**src/rtl/core/csmv_pkg.sv**
```systemverilog
// types and constants shared by the csr sparse matrix vector multiply block
// transaction structs for both channels, op codes for the internal queue
// no dependencies
package csmv_pkg;

	localparam int unsigned QUEUE_DEPTH = 4;
	localparam int unsigned QPTR_W      = $clog2(QUEUE_DEPTH);
	localparam int unsigned QCNT_W      = $clog2(QUEUE_DEPTH + 1);
	localparam logic [15:0] ROW_COUNT_RESET = 16'd4;

	typedef enum logic [1:0] {
		MODE_LOAD = 2'd0,
		MODE_NZ   = 2'd1,
		MODE_END  = 2'd2
	} mode_t;

	typedef enum logic [1:0] {
		OP_LOAD = 2'd0,
		OP_MAC  = 2'd1,
		OP_END  = 2'd2
	} op_kind_t;

	typedef struct packed {
		logic [1:0]         mode;
		logic [7:0]         index;
		logic signed [31:0] value;
	} item_t;

	typedef struct packed {
		logic signed [63:0] row_sum;
		logic [15:0]        row_number;
		logic               last_row;
	} result_t;

	typedef struct packed {
		op_kind_t           kind;
		logic               zero;
		logic [7:0]         index;
		logic signed [31:0] value;
	} op_t;

endpackage

```
**src/rtl/core/csmv_queue.sv**
```systemverilog
// short queue of classified ops between front and back end
// register array with head and tail pointers
// depends on csmv_pkg
module csmv_queue import csmv_pkg::*; (
	input  logic clk,
	input  logic arst_n,
	input  logic push,
	input  op_t  push_op,
	input  logic pop,
	output logic full,
	output logic not_empty,
	output op_t  head_op
);

	op_t               entry_q [QUEUE_DEPTH];
	logic [QPTR_W-1:0] head_q;
	logic [QPTR_W-1:0] tail_q;
	logic [QCNT_W-1:0] count_q;

	assign full      = count_q == QCNT_W'(QUEUE_DEPTH);
	assign not_empty = count_q != '0;
	assign head_op   = entry_q[head_q];

	always_ff @(posedge clk) begin
		if (push) begin
			entry_q[tail_q] <= push_op;
		end
	end

	always_ff @(posedge clk or negedge arst_n) begin
		if (!arst_n) begin
			head_q  <= '0;
			tail_q  <= '0;
			count_q <= '0;
		end else begin
			if (push) begin
				tail_q <= (tail_q == QPTR_W'(QUEUE_DEPTH - 1)) ? '0 : tail_q + 1'b1;
			end
			if (pop) begin
				head_q <= (head_q == QPTR_W'(QUEUE_DEPTH - 1)) ? '0 : head_q + 1'b1;
			end
			if (push && !pop) begin
				count_q <= count_q + 1'b1;
			end else if (pop && !push) begin
				count_q <= count_q - 1'b1;
			end
		end
	end

endmodule

```
**config.mk**
```make
export PLATFORM = sky130hd
export DESIGN_NAME = csmv_queue
export DESIGN_NICKNAME = d
export VERILOG_FILES = /design/src/rtl/core/csmv_pkg.sv /design/src/rtl/core/csmv_queue.sv
export SDC_FILE = /design/constraint.sdc
export NUM_CORES = 1
export LEC_CHECK = 0
export ABC_AREA = 1
export BUFFER_PORTS_ARGS = -buffer_cell sky130_fd_sc_hd__clkbuf_2
export CORE_ASPECT_RATIO = 0.75
export CORE_MARGIN = 4
export CORE_UTILIZATION = 40
export CTS_CLUSTER_SIZE = 12
export DETAILED_ROUTE_END_ITERATION = 10
export SETUP_SLACK_MARGIN = 0.1
export SYNTH_ARGS = -nofsm -noshare
export SYNTH_HDL_FRONTEND = slang
export SYNTH_SLANG_ARGS = --single-unit
```
**constraint.sdc**
```tcl
create_clock -name clk -period 4.5 [get_ports clk]
set_input_delay 0.9 -clock clk [delete_from_list [all_inputs] [get_ports clk]]
set_output_delay 0.9 -clock clk [all_outputs]
set_load 0.05 [all_outputs]
```
Word-level counts from Yosys, hierarchy flattened:

Memory sizes are Yosys's and may differ from the RTL's.
Cells that the tools add are included.
W data, S select, Z words.

* bits in registers: 7
* RAM bits: 172
* input port bits: 47
* output and inout port bits: 45
* word-level logic and storage cells: 23
* memories: 1

* add/sub/neg operators: 4
* eq/ne operators: 3
* multiplexer cells: 6
* reductions and logical operators: 6

Memories
* entry_q: words 4, bits a word 43, rd ports 1, clocked after memory_dff 0, write ports 1, line csmv_queue.sv:15 `op_t entry_q [QUEUE_DEPTH];`

Operator list (count)
* $mux W3: 2
* $add A2 B1 Y2 const B: 2
* $eq A2 B2 Y1 const B: 2
* $mux W2: 2
* $add A3 B1 Y3 const B: 1
* $eq A3 B3 Y1 const B: 1
* $reduce_bool A3 Y1: 1
* $sub A3 B1 Y3 const B: 1
* $logic_and A1 B1 Y1: 2
* $logic_not A1 Y1: 2
* $mux W1: 2
* $reduce_bool A2 Y1: 1

Depth between registers and ports, before layout:

* depth after elaboration: 4
* depth in mapped cells: 9
* depth with buffers taken out: 9

Worst setup path before layout:

No wires, ideal clock.

* kind: reg2out
* from: register count_q[0]
* to: output port full
* arrival time: 1.522 ns
* data required time: 3.600 ns
* slack: 2.078 ns
* stages on the path, launching flop included: 2
* buffers on the path: 0
* path through: dfrtp_1 -> nor3_1

* cells in the longest elaborated chain, start to end: 1

Ends and longest elaborated chain
* from (decl): line csmv_queue.sv:18 `logic [QCNT_W-1:0] count_q;`
* from (signal assigned): line csmv_queue.sv:43 `count_q <= count_q + 1'b1;`
* from (signal assigned): line csmv_queue.sv:45 `count_q <= count_q - 1'b1;`
* $eq A3 B3 Y1: line csmv_queue.sv:20 `assign full = count_q == QCNT_W'(QUEUE_DEPTH);`
* to (decl): line csmv_queue.sv:10 `output logic full,`

Every way passes these cells.

==> summary.txt <==
status: finished clean
crit path time final: 3330 ps
post-synthesis sequential area ratio: 72.6%
Crit Path Class: register to output port
GRT Resource Usage Total: 13.9%
Starting Density: 41.2%
P_leak: 3.48 nW
final setup violation count: 0
CTS Buffer Depth: 2
TritonRoute pass-1 iters: 4
R2R Path End: entry_q[0][20]$_DFFE_PP_
htree depth: 4
Hold-fix buffers, CTS: 0
Distinct cells, synth: 17
antenna cells: 0
VDD IR max: 0.404 mV
DPL Wire Length: 7.91 mm
fin area: 8500 um2
TritonCTS clock tree: built
initial antenna violation count: 2
vias in the first global route: 4,170
Place WS: 1620 ps
Hold Violations, Final: 0
Iter 0 DRT Violations: 282
Yosys top cell area share: 70.2%
setup TNS: 0 ps
io pins: 92
r2r setup slk: 2540 ps
worst-margin pin slew: 1140 ps
most common cell after layout, fill and taps aside: edfxtp_1
Setup Skew: 7.71 ps
Nets: 693
post-route setup slack: 1170 ps
Area Growth Syn to Fin: 15.6%
vias per std cell: 4.70
DR top layer: met5
share of post-route cells with drive strength above 1: 19.8%
global-route wire length before repair: 21.8 mm
Synth Warn #: 0
global placement routability congestion: 0.685
Crit. End Element: output port
Worst Reg-to-Reg Cells: 4
post-route antenna net violation count: 0
M1 wire length: 6.04 mm
clk root buf: clkbuf_16
Power Density: 734 nW/um2
WP data required: 3600 ps
IO buf count: 91
Seq cells post-synth: 179
area leader, netlist: edfxtp_1
post-place instance area: 7840 um2
slew margin rel.: 24.2%
WL final: 13.7 mm
Synth Cell Area: 7350 um2
post_cts resized: 0
Wirelength per Cell: 15.3 um
die height: 125 um
period utilization: 74.0%
post-synth net total: 609
CTS Buf Count: 17
critical path launch point type: register
Syn Inst Count: 555
FF-to-FF Start: tail_q[0]$_DFFE_PN0P_
most frequent cells in the layout: edfxtp_1 (172), nand2_1 (145), inv_1 (93), clkbuf_2 (91), o211ai_1 (86)
fmax: 0.300 GHz
met2 wire length: 6.46 mm
setup bufs post-CTS: 0
RSZ-0062 raised after global routing: false
Max-Cap Viols: 0
mean post-synth cell area: 13.3 um2
largest net degree at the start of global routing: 93
Clk Latency, worst-skew pair: 420 ps
Slew Viols, Final: 0
Sink Count: 179
routed wl met3: 1.00 mm
clock slew at reported path FFs: 60 ps
Remaining DRCs: 0
most area-consuming cells after synthesis: edfxtp_1 (70%), o211ai_1 (8.8%), nand2_1 (7.4%)
crit-path max FO: 92
num rows: 42
Die X: 165 um
Worst Path Arrival: 2430 ps
GRT overflow: 0
Vias: 4,206
CORE AREA: 17,900 um2
min-delay worst type: input port to async pin
die area: 20,600 um2
## report_power, final
group          internal (mW)  switching (mW)  total [mW]
sequential              2.15          0.0804        2.23
combinational          0.500            1.89        2.39
clock                   1.04           0.585        1.62
total                   3.69            2.56        6.24
## cell usage after synthesis
master      n
ha_1        6
nand2_1   145
nand3_1     1
inv_1      97
buf_4       9
buf_6      11
nor3_1      1
o21ai_0     4
dfrtp_1     7
o211ai_1   86
xnor2_1     1
fa_1        1
nor2_1      3
inv_2       2
edfxtp_1  172
clkbuf_8    8
nand4_1     1
## registers in the layout (all words and copies together) (netlist names)
register	flops
tail_q	2
count_q	3
head_q	2
entry_q	172
## per-stage QoR
| step | utilization (%) | power (mW) | std cells | hold slack, ps |
|---|---|---|---|---|
| 6_report | 47.6 | 6.24 | 894 | 316 |
| 5_1_grt | 47.6 | 6.59 | 894 | 311 |
| 4_1_cts | 47.6 | 6.33 | 894 | 295 |
| 3_5_place_dp | 43.9 | 4.70 | 862 | 481 |
| 3_3_place_gp | 43.9 | 4.65 | 862 | 463 |
| 2_1_floorplan | - | 4.24 | 555 | 442 |
## worst max-delay path, stage by stage (launching register included)
cell      delay (ps)
dfrtp_1          420
inv_4            560
buf_12           370
nand2_1          110
o211ai_1         100
nand2_1          100
clkbuf_2         250
## worst max-delay path by stage
| stage | startpoint | end | depth (start not counted) |
|---|---|---|---|
| 4_1_cts | head_q[0]$_DFFE_PN0P_ | head_op[30] | 5 |
| 6_report | head_q[0]$_DFFE_PN0P_ | head_op[38] | 6 |
| 3_5_place_dp | head_q[0]$_DFFE_PN0P_ | head_op[30] | 5 |
| 5_1_grt | head_q[0]$_DFFE_PN0P_ | head_op[35] | 6 |
| 2_1_floorplan | count_q[0]$_DFFE_PN0P_ | full | 1 |
| 3_3_place_gp | head_q[0]$_DFFE_PN0P_ | head_op[30] | 5 |
## cell type report
type,instances,area [um2]
fill,1563,9360
clock inverter,14,233
clock buffer,18,429
multi-input combinational,249,1340
timing repair buffer,93,483
tap,242,303
inverter,99,374
sequential,179,5340
## per-layer routing
| metal | global-route usage (%) | up-vias |
|---|---|---|
| met5 | 0 | - |
| met4 | 4.35 | 4 |
| met2 | 21.8 | 116 |
| met1 | 18.4 | 1976 |
| met3 | 4.44 | 18 |
| li1 | - | 2092 |
## cell families after synthesis
| group | share of synthesized area [%] |
|---|---|
| flip-flops | 72.6 |
| AND/OR/NAND/NOR | 7.77 |
| buffers and inverters | 9.15 |
| AO/OA/AOI/OAI | 9.05 |
| adder cells (fa/ha/maj) | 1.29 |
| XOR/XNOR | 0.119 |
(Power assumes the default switching activity.)
